[src/hw/rtl/absq_pkg.sv]
// ----------------------------------------------------------------------------
// absq_pkg: shared types and constants of the per-row absmax int8 quantizer
// Transaction structs for both channels, float constants and the
// single-to-half scale conversion.
// ----------------------------------------------------------------------------
package absq_pkg;

  localparam logic OP_MEASURE  = 1'b0;
  localparam logic OP_QUANTIZE = 1'b1;

  localparam logic KIND_SCALE  = 1'b0;
  localparam logic KIND_WEIGHT = 1'b1;

  localparam logic [31:0] F32_ONE     = 32'h3F80_0000;
  localparam logic [31:0] F32_127     = 32'h42FE_0000;
  localparam logic [30:0] F32_INF_MAG = 31'h7F80_0000;
  localparam logic [15:0] F16_INF     = 16'h7C00;

  typedef struct packed {
    logic        opcode;
    logic [31:0] value_bits;
    logic        row_end;
  } in_item_t;

  typedef struct packed {
    logic              kind;
    logic [15:0]       scale_half;
    logic signed [7:0] weight;
  } out_item_t;

  // Round a 24-bit value right by sh places, nearest even.
  function automatic logic [23:0] round_shift(input logic [23:0] m, input logic [4:0] sh);
    logic [23:0] q;
    logic [23:0] rem;
    logic [23:0] half;
    q    = m >> sh;
    rem  = m & ((24'd1 << sh) - 24'd1);
    half = 24'd1 << (sh - 5'd1);
    if ((rem > half) || ((rem == half) && q[0])) begin
      q = q + 24'd1;
    end
    return q;
  endfunction

  // Positive single-precision value (never NaN) to half-precision bits.
  function automatic logic [15:0] to_half(input logic [31:0] b);
    logic [7:0]        ex;
    logic [22:0]       man;
    logic signed [9:0] e;
    logic [23:0]       rq;
    logic [15:0]       res;
    ex  = b[30:23];
    man = b[22:0];
    e   = $signed({2'b00, ex}) - 10'sd112;
    rq  = 24'd0;
    if (ex == 8'd0) begin
      res = 16'd0;
    end else if (ex == 8'hFF) begin
      res = F16_INF;
    end else if (e >= 10'sd31) begin
      res = F16_INF;
    end else if (e <= 10'sd0) begin
      if (e < -10'sd10) begin
        res = 16'd0;
      end else begin
        rq  = round_shift({1'b1, man}, 5'(10'sd14 - e));
        res = rq[15:0];
      end
    end else begin
      rq  = round_shift({1'b0, man}, 5'd13);
      res = {1'b0, e[4:0], 10'd0} + rq[15:0];
    end
    return res;
  endfunction

endpackage

[src/hw/rtl/per_row_absmax_int8_quantizer_core.sv]
// ----------------------------------------------------------------------------
// per_row_absmax_int8_quantizer_core: per-row symmetric int8 quantizer
// Measures the largest magnitude of a row, emits the half-precision scale
// amax/127 and quantizes the second pass of the row with its reciprocal.
// ----------------------------------------------------------------------------
//
//  channel | direction | handshake            | payload
//  --------+-----------+----------------------+----------------------------
//  in      | into core | in_valid / in_stall  | in_data  (opcode, value, end)
//  out     | from core | out_valid / out_stall| out_data (kind, scale, weight)
//
//  Steps: a measure element that does not end the row updates the maximum;
//  a zero or infinite row maximum goes straight to output. Any other row end
//  runs amax/127 by estimate and up to 4 corrections, then 26 divider steps
//  for 1/d. A quantize element runs multiply, normalise, round and output,
//  or output alone when NaN, infinity or zero decides it; subnormals add shifts.
//  Reset (rst, synchronous) clears the maximum, the reciprocal and control.
//  in_stall is high while an item is in flight; a full output register
//  under out_stall holds the finished transaction until it is taken.
// ----------------------------------------------------------------------------
module per_row_absmax_int8_quantizer_core (
  input  logic                clk,
  input  logic                rst,
  input  logic                in_valid,
  output logic                in_stall,
  input  absq_pkg::in_item_t  in_data,
  output logic                out_valid,
  input  logic                out_stall,
  output absq_pkg::out_item_t out_data
);
  import absq_pkg::*;

  localparam logic [3:0] S_IDLE   = 4'd0;
  localparam logic [3:0] S_NORM   = 4'd1;
  localparam logic [3:0] S_DIV    = 4'd2;
  localparam logic [3:0] S_ALIGN  = 4'd3;
  localparam logic [3:0] S_DENORM = 4'd4;
  localparam logic [3:0] S_PACK   = 4'd5;
  localparam logic [3:0] S_HALF   = 4'd6;
  localparam logic [3:0] S_MUL    = 4'd7;
  localparam logic [3:0] S_QNORM  = 4'd8;
  localparam logic [3:0] S_QFIN   = 4'd9;
  localparam logic [3:0] S_OUT    = 4'd10;
  localparam logic [3:0] S_CFIX   = 4'd11;

  localparam logic [4:0]  DIV_LAST = 5'd25;
  localparam logic [24:0] REM_127  = 25'd127;

  logic [3:0]         state;
  logic               phase;        // 0: amax/127, 1: 1/d
  logic [30:0]        running_max;
  logic [31:0]        reciprocal;
  logic [31:0]        xbits;
  logic [31:0]        dval;

  // shared divider / normaliser registers
  logic [23:0]        ma;
  logic [23:0]        mb;
  logic signed [9:0]  ea;
  logic signed [9:0]  eb;
  logic [24:0]        rem;
  logic [25:0]        quo;
  logic [4:0]         cnt;
  logic [23:0]        sig;
  logic               grd;
  logic               stk;
  logic signed [10:0] ex;
  logic [47:0]        prod;

  // pending result
  logic               res_kind;
  logic [15:0]        res_scale;
  logic [7:0]         res_weight;

  logic               in_acc;
  logic               out_free;
  logic [30:0]        mag;
  logic [30:0]        max_next;

  assign in_stall = (state != S_IDLE);
  assign in_acc   = in_valid && !in_stall;
  assign out_free = !out_valid || !out_stall;
  assign mag      = in_data.value_bits[30:0];
  assign max_next = ((mag <= F32_INF_MAG) && (mag > running_max)) ? mag : running_max;

  // unpack a float: significand with hidden bit, effective exponent
  function automatic logic [23:0] unpack_man(input logic [31:0] b);
    return {(b[30:23] != 8'd0), b[22:0]};
  endfunction

  function automatic logic [7:0] unpack_exp(input logic [31:0] b);
    return (b[30:23] == 8'd0) ? 8'd1 : b[30:23];
  endfunction

  // divider step
  logic        div_ge;
  logic [24:0] div_rn;
  assign div_ge = (rem >= {1'b0, mb});
  assign div_rn = div_ge ? (rem - {1'b0, mb}) : rem;

  // amax / 127: estimate the quotient from 127 = 2^7 - 1 (never too high),
  // then correct it by compare and subtract
  logic [31:0] c_num;
  logic [25:0] c_quo;
  logic [33:0] c_rem;
  assign c_num = {ma, 8'd0};
  assign c_quo = 26'(c_num >> 7) + 26'(c_num >> 14) + 26'(c_num >> 21)
               + 26'(c_num >> 28);
  assign c_rem = {2'b00, c_num} - {1'b0, c_quo, 7'd0} + {8'd0, c_quo};

  // rounding and packing of the divider result
  logic        pk_inc;
  logic [24:0] pk_sig;
  logic [31:0] pk_sum;
  logic [31:0] pk_bits;
  always_comb begin
    pk_inc = grd && (stk || sig[0]);
    pk_sig = {1'b0, sig} + {24'd0, pk_inc};
    pk_sum = {1'b0, 8'(ex - 11'sd1), 23'd0} + {7'd0, pk_sig};
    if (ex >= 11'sd255) begin
      pk_bits = {1'b0, F32_INF_MAG};
    end else if (pk_sum >= {1'b0, F32_INF_MAG}) begin
      pk_bits = {1'b0, F32_INF_MAG};
    end else begin
      pk_bits = pk_sum;
    end
  end

  // final rounding of a quantize product: float rounding, then to integer
  logic signed [10:0] q_e;
  logic               q_inc;
  logic [24:0]        q_m;
  logic [4:0]         q_k;
  logic [24:0]        q_int;
  logic [24:0]        q_half;
  logic [8:0]         q_n;
  logic [7:0]         q_mag;
  always_comb begin
    q_e    = ex - 11'sd253;
    q_inc  = prod[23] && ((prod[22:0] != 23'd0) || prod[24]);
    q_m    = {1'b0, prod[47:24]} + {24'd0, q_inc};
    q_k    = 5'(11'sd23 - q_e);
    q_int  = q_m >> q_k;
    q_half = q_m >> (q_k - 5'd1);
    q_n    = q_int[8:0] + {8'd0, q_half[0]};
    if (q_e < -11'sd2) begin
      q_mag = 8'd0;
    end else if (q_e >= 11'sd7) begin
      q_mag = 8'd127;
    end else if (q_n > 9'd127) begin
      q_mag = 8'd127;
    end else begin
      q_mag = q_n[7:0];
    end
  end

  // quantize operand classes
  logic x_nan, x_inf, x_zero, r_inf, r_zero;
  assign x_nan  = (xbits[30:23] == 8'hFF) && (xbits[22:0] != 23'd0);
  assign x_inf  = (xbits[30:0] == F32_INF_MAG);
  assign x_zero = (xbits[30:0] == 31'd0);
  assign r_inf  = (reciprocal[30:0] == F32_INF_MAG);
  assign r_zero = (reciprocal[30:0] == 31'd0);

  always_ff @(posedge clk) begin
    if (rst) begin
      state       <= S_IDLE;
      phase       <= 1'b0;
      running_max <= 31'd0;
      reciprocal  <= 32'd0;
      out_valid   <= 1'b0;
    end else begin
      // raise the output when a transaction is ready, drop it once taken
      if ((state == S_OUT) && out_free) begin
        out_valid <= 1'b1;
      end else if (out_valid && !out_stall) begin
        out_valid <= 1'b0;
      end
      case (state)
        S_IDLE: begin
          if (in_acc) begin
            if (in_data.opcode == OP_MEASURE) begin
              running_max <= max_next;
              if (in_data.row_end) begin
                res_kind   <= KIND_SCALE;
                res_weight <= 8'd0;
                if (max_next == 31'd0) begin
                  res_scale  <= 16'd0;
                  reciprocal <= 32'd0;
                  state      <= S_OUT;
                end else if (max_next == F32_INF_MAG) begin
                  res_scale  <= F16_INF;
                  reciprocal <= 32'd0;
                  state      <= S_OUT;
                end else begin
                  // start amax / 127
                  ma    <= unpack_man({1'b0, max_next});
                  ea    <= $signed({2'b00, unpack_exp({1'b0, max_next})});
                  mb    <= unpack_man(F32_127);
                  eb    <= $signed({2'b00, unpack_exp(F32_127)});
                  phase <= 1'b0;
                  state <= S_NORM;
                end
              end
            end else begin
              xbits <= in_data.value_bits;
              if (in_data.row_end) begin
                running_max <= 31'd0;
              end
              state <= S_MUL;
            end
          end
        end
        S_NORM: begin
          // normalise subnormal operands one place a cycle
          if (ma[23] && mb[23]) begin
            if (phase == 1'b0) begin
              quo   <= c_quo;
              rem   <= c_rem[24:0];
              state <= S_CFIX;
            end else begin
              rem   <= {1'b0, ma};
              quo   <= 26'd0;
              cnt   <= 5'd0;
              state <= S_DIV;
            end
          end else begin
            if (!ma[23]) begin
              ma <= {ma[22:0], 1'b0};
              ea <= ea - 10'sd1;
            end
            if (!mb[23]) begin
              mb <= {mb[22:0], 1'b0};
              eb <= eb - 10'sd1;
            end
          end
        end
        S_CFIX: begin
          // advance the estimate until the remainder is below 127
          if (rem >= REM_127) begin
            quo <= quo + 26'd1;
            rem <= rem - REM_127;
          end else begin
            state <= S_ALIGN;
          end
        end
        S_DIV: begin
          quo <= {quo[24:0], div_ge};
          rem <= {div_rn[23:0], 1'b0};
          cnt <= cnt + 5'd1;
          if (cnt == DIV_LAST) begin
            state <= S_ALIGN;
          end
        end
        S_ALIGN: begin
          if (quo[25]) begin
            sig <= quo[25:2];
            grd <= quo[1];
            stk <= quo[0] || (rem != 25'd0);
            ex  <= $signed({ea[9], ea}) - $signed({eb[9], eb}) + 11'sd127;
          end else begin
            sig <= quo[24:1];
            grd <= quo[0];
            stk <= (rem != 25'd0);
            ex  <= $signed({ea[9], ea}) - $signed({eb[9], eb}) + 11'sd126;
          end
          state <= S_DENORM;
        end
        S_DENORM: begin
          // shift a subnormal result right, folding lost bits into sticky
          if (ex < 11'sd1) begin
            if (ex < -11'sd25) begin
              sig <= 24'd0;
              grd <= 1'b0;
              stk <= 1'b1;
              ex  <= 11'sd1;
            end else begin
              stk <= stk || grd;
              grd <= sig[0];
              sig <= {1'b0, sig[23:1]};
              ex  <= ex + 11'sd1;
            end
          end else begin
            state <= S_PACK;
          end
        end
        S_PACK: begin
          if (phase == 1'b0) begin
            dval  <= pk_bits;
            state <= S_HALF;
          end else begin
            reciprocal <= pk_bits;
            state      <= S_OUT;
          end
        end
        S_HALF: begin
          res_scale <= to_half(dval);
          if (dval == 32'd0) begin
            reciprocal <= 32'd0;
            state      <= S_OUT;
          end else begin
            // start 1 / d
            ma    <= unpack_man(F32_ONE);
            ea    <= $signed({2'b00, unpack_exp(F32_ONE)});
            mb    <= unpack_man(dval);
            eb    <= $signed({2'b00, unpack_exp(dval)});
            phase <= 1'b1;
            state <= S_NORM;
          end
        end
        S_MUL: begin
          res_kind  <= KIND_WEIGHT;
          res_scale <= 16'd0;
          if (x_nan) begin
            res_weight <= 8'd0;
            state      <= S_OUT;
          end else if (x_inf) begin
            res_weight <= r_zero ? 8'd0 : (xbits[31] ? -8'sd127 : 8'sd127);
            state      <= S_OUT;
          end else if (r_inf) begin
            res_weight <= x_zero ? 8'd0 : (xbits[31] ? -8'sd127 : 8'sd127);
            state      <= S_OUT;
          end else if (x_zero || r_zero) begin
            res_weight <= 8'd0;
            state      <= S_OUT;
          end else begin
            prod  <= unpack_man(xbits) * unpack_man(reciprocal);
            ex    <= $signed({3'b000, unpack_exp(xbits)})
                   + $signed({3'b000, unpack_exp(reciprocal)});
            state <= S_QNORM;
          end
        end
        S_QNORM: begin
          if (prod[47]) begin
            state <= S_QFIN;
          end else begin
            prod <= {prod[46:0], 1'b0};
            ex   <= ex - 11'sd1;
          end
        end
        S_QFIN: begin
          res_weight <= xbits[31] ? (8'd0 - q_mag) : q_mag;
          state      <= S_OUT;
        end
        S_OUT: begin
          // hold until the output register is free
          if (out_free) begin
            out_data.kind       <= res_kind;
            out_data.scale_half <= res_scale;
            out_data.weight     <= $signed(res_weight);
            state               <= S_IDLE;
          end
        end
        default: begin
          state <= S_IDLE;
        end
      endcase
    end
  end

`ifndef SYNTHESIS
  a_weight_range: assert property (@(posedge clk) disable iff (rst)
    out_valid |-> (out_data.weight != -8'sd128))
    else $error("weight outside -127..127");

  a_kind_fields: assert property (@(posedge clk) disable iff (rst)
    out_valid |-> ((out_data.kind == KIND_WEIGHT) ? (out_data.scale_half == 16'd0)
                                                  : (out_data.weight == 8'sd0)))
    else $error("unused result field not zero");

  a_div_runs: assert property (@(posedge clk) disable iff (rst)
    (state == S_DIV) && (cnt != DIV_LAST) |=> (state == S_DIV))
    else $error("divider left early");

  a_qfin_norm: assert property (@(posedge clk) disable iff (rst)
    (state == S_QFIN) |-> prod[47])
    else $error("product not normalised");
`endif

endmodule

[config.mk]
export PLATFORM = sky130hd
export DESIGN_NAME = per_row_absmax_int8_quantizer_core
export DESIGN_NICKNAME = d
export VERILOG_FILES = /design/src/hw/rtl/absq_pkg.sv /design/src/hw/rtl/per_row_absmax_int8_quantizer_core.sv
export SDC_FILE = /design/constraint.sdc
export NUM_CORES = 2
export LEC_CHECK = 0
export ABC_AREA = 1
export BUFFER_PORTS_ARGS = -buffer_cell sky130_fd_sc_hd__buf_2
export CORE_MARGIN = 8
export CORE_UTILIZATION = 41
export DETAILED_ROUTE_END_ITERATION = 7
export PLACE_DENSITY = 0.62
export SLEW_MARGIN = 15
export SYNTH_ARGS = -nofsm -noshare
export SYNTH_HDL_FRONTEND = slang
export SYNTH_SLANG_ARGS = --single-unit
export TNS_END_PERCENT = 30
[constraint.sdc]
create_clock -name clk -period 16.5 [get_ports clk]
set_clock_uncertainty 0.05 [all_clocks]
set_input_delay 3.3 -clock clk [delete_from_list [all_inputs] [get_ports clk]]
set_output_delay 3.3 -clock clk [all_outputs]
set_load 0.01 [all_outputs]
==> metrics.cfg <==
[outcome]
status = complete, no violations

[hold_path]
min_from = res_scale[9]
min_to = out_data[17]
hold_class = flop to flop
min_path_cells = 0

[worst_setup_path]
worst_r2r_startpoint = xbits[27]
cp_slowest_cell = fa_1
r2r_cells = 28
r2r_end = prod[47]
required_ns = 16.82
rrSetupSlack_ns = 8.92
worstPathArrival_ns = 7.90
slowest_delay_ns = 0.57
crit_fanout = 15
cp-start-kind = flop
critPathKind = flop to flop
worstSetupEndpointType = flop

[sta]
setup_violations = 0
worst_pin_slew_ns = 1.25
slew_violations = 0
hold_viol_final = 0
timing.fmax_mhz = 132
relSlewSlack = 0.169
rsz0062_at_grt = false
fin_crit_ns = 7.58
post-route-period-util = 0.460
final.setup.tns_ns = 0

[floorplanning]
io-pin-count = 65
die_w_um = 368
die_area_sq_um = 135000
start_util = 0.412
rows = 129
die_h_um = 368
core_sq_um = 123000

[global_routing]
grt_pass1_vias = 43800
grt_use_total = 0.229
overflow = 0
antenna_found_initial = 2
grt_pass1_wl_um = 248000
grt_max_degree = 63

[logic_synthesis]
synth_top_family_by_area = adder cells
async_reset_ff_frac = 0
synth_nets = 7690
synth-simple-area-share = 0.220
synth_top_cell_area_share = 0.203
synth_cell_types = 75
syn_area_per_cell_sq_um = 7.50
syn_inst = 6762
synth-xor-area-share = 0.0288
synth-seq-area-share = 0.218
netlist_top_cells_count = nand2_1 (1517), inv_1 (1390), nor2_1 (558), fa_1 (515), ha_1 (375)
synth-edff-count = 323
synth_fa_ha_area_frac = 0.296
ys_warn_count = 0
muxShareOfSynthArea = 0.00138
synth_ff_type = edfxtp_1
synth_area_sq_um = 50700
synth_compound_area_frac = 0.109
ys_ff_latch = 391
yosysMostFrequentCell = nand2_1
synth_top_cells_by_area = fa_1 (20%), edfxtp_1 (19%), nand2_1 (11%)
synth_largest_area_cell = fa_1

[routing]
num_vias = 44900
detail-route-antenna-nets = 0
routed_wl_um = 160000
wl_per_cell_um = 19.1
dr.first_iter.drc_count = 3866
drc = 0
dr.pass1.iters = 6
routed_via_density = 5.37

[finish]
areaGrowthSynthToFinish_pct = 7.19
nets = 7608
drive_gt1_frac = 0.0500
multi_input_area_sq_um = 33300
final_cells = 8359
fillers = 12400
seqCellArea_sq_um = 11100

[clocking]
cts_root_buffer = clkbuf_16
ctsHoldBuffers = 0
cts_buffers = 50
htree_levels = 2
postCtsSetupRepairBufs = 0
cts_resized = 0
clock_latency_ns = 0.66
cts_tree = yes
cts.sinks = 391
clk_pin_slew_ns = 0.06
cts_max_path_buffers = 3

[place]
dp_cells = 8265
gp_congestion = 0.980
hpwl_um = 126000
io_buffers = 64

[flow_run]
maxCapViolations = 0

## final cells by class
class,count,area share
tap,1637,0.0377
sequential,391,0.204
clock buffer,60,0.0237
timing repair buffer,154,0.0183
clock inverter,32,0.00670
multi-input combinational,4670,0.612
antenna,2,0.0000921
inverter,1413,0.0977
## metal layers
metal  wire length [um]  vias up  track usage
met2              75000     1660        0.382
met1              68000    21600        0.306
met3              10800      310       0.0309
met4               5810        0       0.0777
li1                   -    21300            -
met5                  0        -            0
## how the worst max path moves through the flow
| stage | endpoint | from | cells after the start | slack, ns |
|---|---|---|---|---|
| 6_report | prod[47] | xbits[27] | 28 | 8.92 |
| 2_1_floorplan | ea[0] | in_data[31] | 19 | 7.51 |
| 4_1_cts | prod[43] | xbits[27] | 24 | 8.93 |
| 3_3_place_gp | reciprocal[26] | in_data[31] | 20 | 8.70 |
| 3_5_place_dp | reciprocal[2] | in_data[31] | 20 | 8.57 |
| 5_1_grt | res_scale[12] | dval[23] | 42 | 8.23 |
## through the flow
| stage | instance area [sq um] | hold slack [ns] | util | worst slack, ns |
|---|---|---|---|---|
| 6_report | 54300 | 0.368 | 0.441 | 8.92 |
| 5_1_grt | 54300 | 0.372 | 0.441 | 8.23 |
| 4_1_cts | 54300 | 0.367 | 0.441 | 8.93 |
| 3_5_place_dp | 52700 | 0.355 | 0.428 | 8.57 |
| 3_3_place_gp | 52700 | 0.352 | 0.428 | 8.70 |
| 2_1_floorplan | 50700 | 0.350 | - | 7.51 |
## worst max-delay path, delay by kind of cell, from the launching register on
| family | cells | cell delay (ns) |
|---|---|---|
| compound gates | 4 | 0.81 |
| flops | 1 | 0.53 |
| buf+inv | 7 | 0.96 |
| fa+ha+maj | 8 | 3.56 |
| xor+xnor | 1 | 0.15 |
| simple gates | 8 | 1.23 |
## sequential cells by signal, summed over array words and instances, names as in the netlist
name and flops:
ex 11, out_data 25, xbits 32, eb 10, ea 10, sig 24, reciprocal 31, grd 1
out_valid 1, stk 1, mb 24, cnt 5, res_scale 16, ma 24, phase 1, res_weight 8
rem 25, running_max 31, prod 48, quo 26, res_kind 1, state 4, dval 32
## layout by cell type, fill, tap and decap left out, drive strengths merged, types with 6 or more instances in the layout
cell type	Yosys	final
o31ai	12	12
nand4	92	92
nand3	301	301
xnor2	51	51
buf	45	154
o221ai	34	34
fa	515	515
nor4	41	41
a32o	9	9
dfxtp	68	68
or2	26	26
edfxtp	323	323
a21o	6	6
a31oi	36	36
a22o	8	8
mux2i	7	7
ha	375	375
xor2	112	112
o2111ai	12	12
o21ai	317	317
o21a	12	12
o211ai	40	40
nand2	1526	1526
a21boi	13	13
nor2	579	579
a221oi	6	6
inv	1404	1407
clkinv	9	29
o21bai	14	14
a211oi	7	7
o22ai	77	77
a21oi	309	309
clkbuf	243	60
nor3	85	85
## cell families after synthesis
| kind of cell | Yosys count |
|---|---|
| AOI/OAI and AO/OA | 940 |
| DFF | 391 |
| muxes | 7 |
| buffers and inverters | 1701 |
| other | 1 |
| adders and majority gates | 890 |
| xor gates and xnor gates | 163 |
| and+or+nand+nor | 2669 |
Power is not shown: default switching activity piles up to over one toggle a cycle in this logic, so the estimate is an artifact.
